### src/rtl/smpc_pkg.sv
// Shared types, constants and helpers for the shadow memory poison checker.
// Used by the controller, the datapath and the top level; depends on nothing.
package smpc_pkg;

  localparam int ADDR_W  = 15;
  localparam int LEN_W   = 16;
  localparam int TAG_W   = 8;
  localparam int CLASS_W = 3;
  localparam int MODE_W  = 2;
  localparam int CNT_W   = LEN_W - 3;

  localparam int GRANULES_DEF   = 4096;
  localparam int MAX_ACCESS_DEF = 16;

  localparam logic [MODE_W-1:0] MODE_LOAD   = 2'd0;
  localparam logic [MODE_W-1:0] MODE_STORE  = 2'd1;
  localparam logic [MODE_W-1:0] MODE_POISON = 2'd2;

  localparam logic [TAG_W-1:0] TAG_ADDRESSABLE    = 8'h00;
  localparam logic [TAG_W-1:0] TAG_PARTIAL_MAX    = 8'h07;
  localparam logic [TAG_W-1:0] TAG_GLOBAL_REDZONE = 8'hfa;
  localparam logic [TAG_W-1:0] TAG_HEAP_FREED     = 8'hfd;
  localparam logic [TAG_W-1:0] TAG_HEAP_REDZONE   = 8'hfe;

  localparam logic [CLASS_W-1:0] CLASS_ADDRESSABLE    = 3'd0;
  localparam logic [CLASS_W-1:0] CLASS_PARTIAL        = 3'd1;
  localparam logic [CLASS_W-1:0] CLASS_GLOBAL_REDZONE = 3'd2;
  localparam logic [CLASS_W-1:0] CLASS_HEAP_FREED     = 3'd3;
  localparam logic [CLASS_W-1:0] CLASS_HEAP_REDZONE   = 3'd4;
  localparam logic [CLASS_W-1:0] CLASS_UNKNOWN        = 3'd5;

  typedef enum logic [2:0] {
    ST_CLEAR,
    ST_IDLE,
    ST_CHK_RD,
    ST_CHK_EV,
    ST_POISON,
    ST_FINISH
  } state_e;

  // Commands from the controller to the datapath.
  typedef struct packed {
    logic clr_en;
    logic load;
    logic rd_en;
    logic eval;
    logic poison_en;
    logic res_load;
  } cmd_t;

  // Status from the datapath to the controller.
  typedef struct packed {
    logic clr_last;
    logic req_check;
    logic req_poison;
    logic chk_more;
    logic poison_last;
  } status_t;

  function automatic logic [CLASS_W-1:0] classify(input logic [TAG_W-1:0] t);
    logic [CLASS_W-1:0] c;
    if (t == TAG_ADDRESSABLE) c = CLASS_ADDRESSABLE;
    else if (t <= TAG_PARTIAL_MAX) c = CLASS_PARTIAL;
    else if (t == TAG_GLOBAL_REDZONE) c = CLASS_GLOBAL_REDZONE;
    else if (t == TAG_HEAP_FREED) c = CLASS_HEAP_FREED;
    else if (t == TAG_HEAP_REDZONE) c = CLASS_HEAP_REDZONE;
    else c = CLASS_UNKNOWN;
    return c;
  endfunction

endpackage

### src/rtl/smpc_ctrl.sv
// Sequencing state machine of the poison checker: clearing pass, check walk,
// poison fill and result hand-off. Depends on smpc_pkg.
module smpc_ctrl import smpc_pkg::*; (
  input  logic    clk_i,
  input  logic    rst_ni,
  input  logic    in_valid_i,
  output logic    in_stall_o,
  output logic    out_valid_o,
  input  logic    out_stall_i,
  input  status_t status_i,
  output cmd_t    cmd_o
);

  state_e state_q, state_d;
  logic   out_valid_q, out_valid_d;
  logic   res_free;

  assign res_free = !out_valid_q || !out_stall_i;

  always_comb begin
    state_d = state_q;
    case (state_q)
      ST_CLEAR: begin
        if (status_i.clr_last) state_d = ST_IDLE;
      end
      ST_IDLE: begin
        if (in_valid_i) begin
          if (status_i.req_check) state_d = ST_CHK_RD;
          else if (status_i.req_poison) state_d = ST_POISON;
          else state_d = ST_FINISH;
        end
      end
      ST_CHK_RD: state_d = ST_CHK_EV;
      ST_CHK_EV: begin
        if (!status_i.chk_more) state_d = ST_FINISH;
        else state_d = ST_CHK_RD;
      end
      ST_POISON: begin
        if (status_i.poison_last) state_d = ST_FINISH;
      end
      ST_FINISH: begin
        if (res_free) state_d = ST_IDLE;
      end
      default: state_d = ST_CLEAR;
    endcase
  end

  always_comb begin
    cmd_o      = '0;
    in_stall_o = 1'b1;
    case (state_q)
      ST_CLEAR:  cmd_o.clr_en = 1'b1;
      ST_IDLE: begin
        in_stall_o = 1'b0;
        cmd_o.load = in_valid_i;
      end
      ST_CHK_RD: cmd_o.rd_en = 1'b1;
      ST_CHK_EV: cmd_o.eval = 1'b1;
      ST_POISON: cmd_o.poison_en = 1'b1;
      ST_FINISH: cmd_o.res_load = res_free;
      default: cmd_o = '0;
    endcase
  end

  always_comb begin
    out_valid_d = out_valid_q;
    if (out_valid_q && !out_stall_i) out_valid_d = 1'b0;
    if (cmd_o.res_load) out_valid_d = 1'b1;
  end

  always_ff @(posedge clk_i or negedge rst_ni) begin
    if (!rst_ni) begin
      state_q     <= ST_CLEAR;
      out_valid_q <= 1'b0;
    end else begin
      state_q     <= state_d;
      out_valid_q <= out_valid_d;
    end
  end

  assign out_valid_o = out_valid_q;

endmodule

### config.mk
export PLATFORM = sky130hd
export DESIGN_NAME = smpc_ctrl
export DESIGN_NICKNAME = d
export VERILOG_FILES = /design/src/rtl/smpc_pkg.sv /design/src/rtl/smpc_ctrl.sv
export SDC_FILE = /design/constraint.sdc
export NUM_CORES = 1
export LEC_CHECK = 0
export ABC_AREA = 1
export BUFFER_PORTS_ARGS = -buffer_cell sky130_fd_sc_hd__buf_2
export CORE_AREA = 2 2 39 41
export DETAILED_ROUTE_END_ITERATION = 10
export DIE_AREA = 0 0 41 43
export GPL_ROUTABILITY_DRIVEN = 0
export SETUP_SLACK_MARGIN = 0.5
export SYNTH_ARGS = -nofsm -noshare
export SYNTH_HDL_FRONTEND = slang
export SYNTH_SLANG_ARGS = --single-unit
### constraint.sdc
create_clock -name clk_i -period 2.4 [get_ports clk_i]
set_clock_uncertainty 0.05 [all_clocks]
set_input_delay 0 -clock clk_i [delete_from_list [all_inputs] [get_ports clk_i]]
set_output_delay 0 -clock clk_i [all_outputs]
set_load 0.005 [all_outputs]
; Word-level counts from Yosys, hierarchy flattened
; Index checks and enable logic that the tools add are counted.
[totals]
ff_bits = 4
input_bits = 9
out_inout_bits = 8
wordCells = 35
[classes]
eq_ne = 9
mux = 17
n_reduce_logical = 7
[ops]
columns = op, count
row1 = $mux 3, 6
row2 = $pmux 3 s6, 1
row3 = $mux 1, 10
row4 = $ne 2x2->1 const B, 4
row5 = $eq 3x2->1 const B, 2
row6 = $eq 3x3->1 const B, 2
row7 = $reduce_and 4->1, 1
row8 = $eq 3x1->1 const B, 1
row9 = $logic_not 3->1, 1
row10 = $logic_not 1->1, 2
row11 = $reduce_bool 2->1, 1
row12 = $logic_and 1x1->1, 1
row13 = $logic_or 1x1->1, 1

; Logic depth before layout (Yosys ltp)
; Gate-level depths: netlist of run 1.
[logic_depth]
word_depth = 4
depth_mapped = 8
depth_no_buf = 8

; Worst setup path after synthesis of run 1
; No wires, ideal clock.
[synth_path]
path_kind = register to register
from = reg state_q[0]
to = reg state_q[0]
setup_ns = 0.117
arrival_ns = 0.925
required_ns = 2.233
slack_ns = 1.308
path_stages_with_launch = 7
n_path_buf = 0
synth_period_minus_slack_ns = 1.092
path_cell_list = dfrtp_1 -> nor2_1 -> nand3_1 -> o21ai_0 -> nor2_1 -> nand2_1 -> nand2_1
[synth_between]
elab_chain_len = 3
word_cells_on_any_way = 12
classes_between = eq/ne: 9 / mux: 1 / reduce/logical: 2
[synth_rtl]
columns = item, line
row1 = "start, declared", smpc_ctrl.sv:14  ; state_e state_q, state_d;
row2 = "start signal, assigned", smpc_ctrl.sv:76  ; state_q <= state_d;
row3 = "$eq 3x3->1, or another cell as far along", smpc_ctrl.sv:22  ; case (state_q)
row4 = $ne 2x2->1 (no line), n/a
row5 = $reduce_and 4->1 (no line), n/a
; Several ways; a longest one is shown, not always the timed one.
; A chain may end at the register's enable or synchronous reset.

==> results.txt, run 1 <==
Pin placement for this block handled 17 I/O pins. Across all hold checks on the routed design, the worst slack comes to 0.008986 ns. In the final routed layout, each cell accounts on average for 8.043 um.

Subtracting the final worst setup slack from the clock period gives 1.354 ns. For this run, the slowest stage of the critical path takes 0.42 ns. The number of warning messages in the yosys log is 0, and the worst setup slack after placement is 1.138 ns. For this design, the sink count on the clock tree is 4.

The number of buffers and inverters on the critical path is 3. The fraction of final layout cells with drive strength greater than 1 was 0.2632. At the end of the flow, the number of nets in the layout was 87. Yosys instantiated no cell more often than nand2_1. 0 antenna diodes ended up in the layout. The detailed router used layers up to and including met3. The run gives 0 as the count of endpoints failing setup in the final report. The worst-skew pair later-pin latency is 0.23 ns. The most frequently used flop master after synthesis is dfrtp_1. The post-synthesis async set-or-reset flop share works out to 1.000. Grouping stages by cell kind, the critical path spends the most delay in flip-flops. The height of the die is 43 um.

The floorplan step defined a core boundary enclosing 0.001384 mm^2. The met3 wire length came out at 38 um. In the final timing run, aggregate negative setup slack is 0 ns.

STA classifies the critical path startpoint as a flop. Kind of critical path: reg -> out. The number of gates resized after CTS was 0.

The number of global-route vias before repair is 328. Share of the clock period used by the worst path after layout: 0.5642. After clock tree synthesis, the clock-pin slew on the worst setup and hold paths is 0.04 ns. In this run, synthesis inferred 0 flip-flops with an integrated enable. The tools report the relative slew slack as 0.8405. Counting along the longest clock path gives a buffer depth of 2. The count of nets left with antenna violations once routing finished came out at 0.

The tools report the detailed-route DRC error count as 0. TritonCTS built the clock tree. The highest clock rate is 738.6 MHz. The cell chosen for the clock root was clkbuf_4. By count the netlist is led by 17 x nand2_1, 11 x inv_1, 11 x nor2_1.

The cell occurring most often along the worst timing path was nor2_1. Setup repair after global routing left no endpoint under its margin. The number of different library cells used by synthesis comes to 10. Detailed routing inserted a total of 361 vias. The worst voltage drop across the vdd grid was 303.4 uV; the register bit total from synthesis was 4.

Using the TritonRoute via totals, the vias-per-cell ratio works out to 3.924. STA classifies the critical path endpoint as a primary output. The required time reported for the critical path endpoint came out at 2.35 ns. Global-route usage over all layers: 0.09899.

The first-pass detailed-route iteration total is 3, and the total CTS buffers is 3. The number of antenna violations at the first check in global routing is 0, and the length of routed wiring on met1 is 347 um. Max-cap violations in this run came to 0. The largest net degree at the start of global routing came out at 8. Once detailed placement completed, the half-perimeter wirelength came to 595.7 um. The critical path goes through inv_2, nand2_1, nor2_1, inv_1, nor2_1, buf_2. STA puts the critical path data arrival time at 1.30 ns. The number of hold violations in the final report is 0, and the die width is 41 um.

The tightest min-delay check is of the in -> reg type. Worst-path cell with the longest stage delay: dfrtp_1. Of all cell types, the one taking the most synthesized area is dfrtp_1.

The tools report the register area share after synthesis as 0.3175. The run gives 0.2278 as the starting density of the core. The number of placed instances, taps included is 87, and the final worst slack is 1.046 ns. The area of the die was 0.001763 mm^2; the placement row count was 14. Summing every instance area after synthesis gives 315.3 um^2. The first routing iteration left 8 violations. The flow ran to the end, and the final reports show no timing, DRC or antenna violations.

In this run the tool buffered the top-level ports with 16 buffer cells. The residual overflow from global routing was 0; the post-synthesis net count was 65. The peak fanout along the critical path was 6; the number of H-tree levels was 1. Wire segments on met2 add up to 354 um in the final route. The average size of a mapped cell was 5.630 um^2; the worst-margin pin slew was 0.2384 ns. The synthesis-to-finish area growth was 42.86%.

Leakage power figure: 0.2950 nW. The cell count after synthesis came out at 56. Number of pins exceeding their max-slew limit in the final report: 0. The fraction of post-synthesis cell area in the top cell type by area was 0.3175. The first global-routing pass estimated 1.221 mm of wire. The count of cells in the finished layout, fillers not included, comes to 92. Dividing total power by cell area gives a power density of 1050 mW/mm^2.

The total wirelength of the detailed-routed design is 740 um. Ranked by total cell area, the synthesized netlist is headed by dfrtp_1 32%, nand2_1 20%, inv_1 13%, nor2_1 13%, nand3_1 7.9%.
[per-stage QoR]
| stage | utilization | area, um^2 | power [W] |
|---|---|---|---|
| 4_1_cts | 0.3255 | 450.4 | 0.0004796 |
| 5_1_grt | 0.3255 | 450.4 | 0.0005347 |
| 6_report | 0.3255 | 450.4 | 0.0004730 |
| 2_1_floorplan | - | 315.3 | 0.0003065 |
| 3_5_place_dp | 0.2948 | 407.9 | 0.0003901 |
| 3_3_place_gp | 0.2948 | 407.9 | 0.0003876 |
[worst paths after layout]
kind                        startpoint  cells past startpoint  slack (ns)     endpoint
min                        status_i[3]                      3       0.009   state_q[1]
max reg2reg                 state_q[0]                      6        1.12   state_q[0]
max                         state_q[2]                      6        1.05     cmd_o[4]
min reg2reg                out_valid_o                      2        0.49  out_valid_o
min in group asynchronous       rst_ni                      2        0.05   state_q[1]
max in group asynchronous       rst_ni                      2        2.13   state_q[0]
[report_power, final]
| group | leakage (nW) | total [W] | switching [W] | internal, W |
|---|---|---|---|---|
| sequential | 0.0509 | 0.000131 | 0.0000356 | 0.0000952 |
| combinational | 0.230 | 0.000259 | 0.000154 | 0.000105 |
| clock | 0.0138 | 0.0000831 | 0.0000272 | 0.0000559 |
| total | 0.295 | 0.000473 | 0.000217 | 0.000256 |
[cells in the final DEF (no fill, tap or decap)]
cell type | synthesis | final
nand3b_1 | 1 | 1
nand2_1 | 17 | 17
inv_1 | 11 | 11
nand3_1 | 5 | 5
dfrtp_1 | 4 | 4
inv_2 | 1 | 1
o21ai_0 | 2 | 2
a21oi_1 | 3 | 3
nor2_1 | 11 | 11
clkbuf_4 | 0 | 3
dlygate4sd3_1 | 0 | 2
buf_2 | 0 | 16
[registers in the layout (all words and copies together) (netlist names)]
register / cells
out_valid_o: 1
state_q: 3
[worst reg2reg max path, stage by stage, from the launching register on]
cell	delay [ns]
dfrtp_1	0.45
nor2_1	0.24
nand3_1	0.14
o21ai_0	0.10
nor2_1	0.08
nand2_1	0.07
nand2_1	0.05
[metal layers]
layer,vias up,track usage
li1,209,-
met1,145,0.1508
met4,0,0.06000
met2,7,0.1344
met5,-,0
met3,0,0
[layout make-up]
cell class	count	area (um^2)
Inverter	12	45.04
Tap cell	16	20.02
Clock buffer	3	22.52
Timing Repair Buffer	18	100.1
Multi-Input combinational cell	39	162.7
Fill cell	168	933.4
Sequential cell	4	100.1
[timing repair]
item,CTS,global route
setup buffers,0,0
endpoints found under the hold margin,5,0
hold buffers,2,0
[logic make-up after synthesis]
group                  count (synthesis)  share of synthesized area
AO/OA/AOI/OAI                          5                    0.07935
buffers and inverters                 13                     0.1667
AND/OR/NAND/NOR                       34                     0.4365
flip-flops                             4                     0.3175
No activity file was read; power rests on OpenSTA's default activity.
==> run 2, diff against run 1 <==
Clock period 2.4 ns to 1.3 ns, I/O delays scaled along.
==> run 2 against run 1 <==
Net effect:
- cell count up 4.3%
- highest routed layer unchanged
- register-to-register slack worse by 0.98 ns
- first-iteration DRC count is 13% lower
- count of clock-buffer cells in the layout stayed put
==> results.txt, run 2 (synthesis results as in run 1) <==
The net count reported at finish came out at 91. The register with the most flip-flops in the layout has 3 of them. The number of global-route vias before repair was 354. The tools report the residual overflow from global routing as 0. The cell chosen for the clock root is clkbuf_4. The top cell types in the final layout, fill and taps aside, are 15 x buf_2, 14 x nand2_1, 8 x inv_1.

The tools report the required time reported for the critical path endpoint as 1.25 ns. 17 I/O pins were placed. The share of the clock period used by the worst path after layout is 0.8958, and the footprint of the multi-input gates is 207.7 um^2.

IR analysis of the VDD net gives a maximum drop of 883.3 uV. For the power share of the sequential group, the log shows 0.242. The combinational share of power is 0.626.

After detailed routing, the average wire length per cell comes to 8.552 um. The floorplan step set the die height to 43 um. In the final timing run, aggregate negative setup slack is 0 ns.

The number of fill cells was 156; the logic depth of the worst register-to-register path was 7. The final route contains 402 vias. The run gives 0 as the number of hold violations in the final report.

The run gives 4 as the total clock sinks. The count of input and output buffers works out to 16. For the highest clock rate, the log shows 858.7 MHz.

The critical path startpoint category was a flop. TritonCTS created 3 clock buffers. The logs give 0.1356 ns for the worst setup slack after placement and 0 for the number of antenna violations at the first check in global routing. Stage delay of the slowest cell on the critical path: 0.45 ns. The path type of the worst min-delay path is in -> reg.

The logs give 0.8740 for the relative slew slack and 1.11 ns for the signal arrival time at the worst endpoint. Setup repair after global routing could not meet its margin everywhere. The net switching share of the total power came out at 0.4463. Summing all flip-flop and latch instances after layout gives 102.6 um^2. The initialized floorplan defines 14 standard-cell rows. Synthesis-to-finish area growth: 68.65%. The flow ran to the end, and the final reports show no timing, DRC or antenna violations. The floorplan step defined a die boundary enclosing 0.001763 mm^2. The peak fanout along the critical path is 5.

TritonCTS built the clock tree. The count of endpoints failing setup in the final report was 0; the number of buffers and inverters on the critical path was 2. The total area inside the core boundary comes to 0.001384 mm^2.

The setup slack on the worst flop-to-flop path was 0.14 ns. The longest clock path from root to sink contains 2 buffers. For this run, design rule violations remaining after detail routing come to 0. The worst-margin pin slew came out at 0.1870 ns.

Power spread over the standard cell area amounts to 2082 mW/mm^2. The number of instances on the worst hold path works out to 3. STA classifies the critical path endpoint as a primary output. The first TritonRoute pass finished after 4 iterations.

The average vias per placed instance was 4.188. The slowest stage of the critical path is the dfrtp_2 cell. state_q holds more flip-flops than any other register.

Final hold analysis gives a worst-case slack of 0.01646 ns. The worst-skew pair later-pin latency was 0.23 ns; the part of the power in the clock network was 0.132. For this design the static power due to leakage is 0.3166 nW. The sum of internal, switching and leakage power is 0.001107 W, and the residual antenna-violating net count after detailed routing is 0.

The tool flagged a number of max-cap violations equal to 0. Entering global routing, the biggest net connects 8 pins. The clock-pin slew on the worst setup and hold paths was 0.04 ns. The dominant delay contributor by cell family on the critical path was flip-flops. The global-route usage over all layers is 0.1110, and the die width is 41 um. The internal power component was 0.0006131 W. The number of H-tree levels is 1. The first routing iteration left 7 violations. The critical path in this run is classified as reg -> out. The critical path crosses 4 cells after its start point. The clock period minus worst slack came out at 1.165 ns. For this design the total switching power over the nets is 0.0004942 W. Walking the worst path, the cells encountered are inv_2, nand3_2, a21oi_2, buf_2. The routed design has 821 um of wire. Setup slack closes at 0.1354 ns. The tools report the number of antenna repair diodes as 0. The fraction of final layout cells with drive strength greater than 1 came out at 0.5125.

The first global-routing pass estimated 1.331 mm of wire. The post-DP HPWL was 596 um; the number of pins exceeding their max-slew limit in the final report was 0. The commonest non-fill, non-tap cell in the layout is buf_2.

For the starting density of the core, the log shows 0.2278.
[run 2: changes by cell type in the layout (fill, tap and decap cells not counted), moves of 3 or more]
cell	before	now
inv_1	11	8
nor2_1	11	7
buf_4	0	5
nand2_2	0	3
inv_2	1	4
nand2_1	17	14
[run 2: area by class of cell]
type | count | area share
Clock buffer | 3 | 0.04235
Inverter | 12 | 0.08471
Sequential cell | 4 | 0.1929
Multi-Input combinational cell | 39 | 0.3906
Tap cell | 16 | 0.03765
Timing Repair Buffer | 22 | 0.2518
[run 2: power by group through the flow]
stage	clock network, W	logic (W)	registers (W)
after floorplan	0	0.000353	0.000234
after global placement	0	0.000491	0.000242
after detailed placement	0	0.000492	0.000245
after CTS	0.000153	0.000595	0.000251
after global routing	0.000170	0.000807	0.000277
final	0.000146	0.000693	0.000268
[run 2: metal layers]
| layer | track usage | vias up | share of wire | wire (um) |
|---|---|---|---|---|
| li1 | - | 220 | - | - |
| met1 | 0.1405 | 171 | 0.46 | 376 |
| met2 | 0.1594 | 11 | 0.47 | 387 |
| met3 | 0.05236 | 0 | 0.069 | 57 |
| met4 | 0.04000 | 0 | 0 | 0 |
| met5 | 0 | - | 0 | 0 |
[run 2: through the flow]
stage | util | cells | cell area (um^2)
after floorplan | - | 56 | 322.8
after detailed placement | 0.3002 | 87 | 415.4
after global placement | 0.3002 | 87 | 415.4
final | 0.3843 | 96 | 531.8
after CTS | 0.3526 | 95 | 488.0
after global routing | 0.3843 | 96 | 531.8
[run 2: final timing paths]
kind | end | from
min in group asynchronous | out_valid_o | rst_ni
worst min-delay path | state_q[1] | status_i[3]
max in group asynchronous | state_q[0] | rst_ni
worst max-delay path | cmd_o[0] | state_q[1]
worst max register to register | state_q[0] | state_q[2]
worst min register to register | out_valid_o | out_valid_o
[run 2: worst reg2reg max path, stage by stage, from the launching register on]
cell     delay (ns)
dfrtp_1        0.39
buf_4          0.15
nand3_2        0.11
nor2_1         0.07
nor2_2         0.11
nand2_2        0.07
nand2_1        0.05
nand2_1        0.05
[run 2: what timing repair did]
item                                   CTS  global route
setup buffers                            4             1
hold buffers                             1             0
resized for setup                        5            11
endpoints found under the hold margin    5             0
pin swaps                                1             7
setup endpoints to repair               11            12
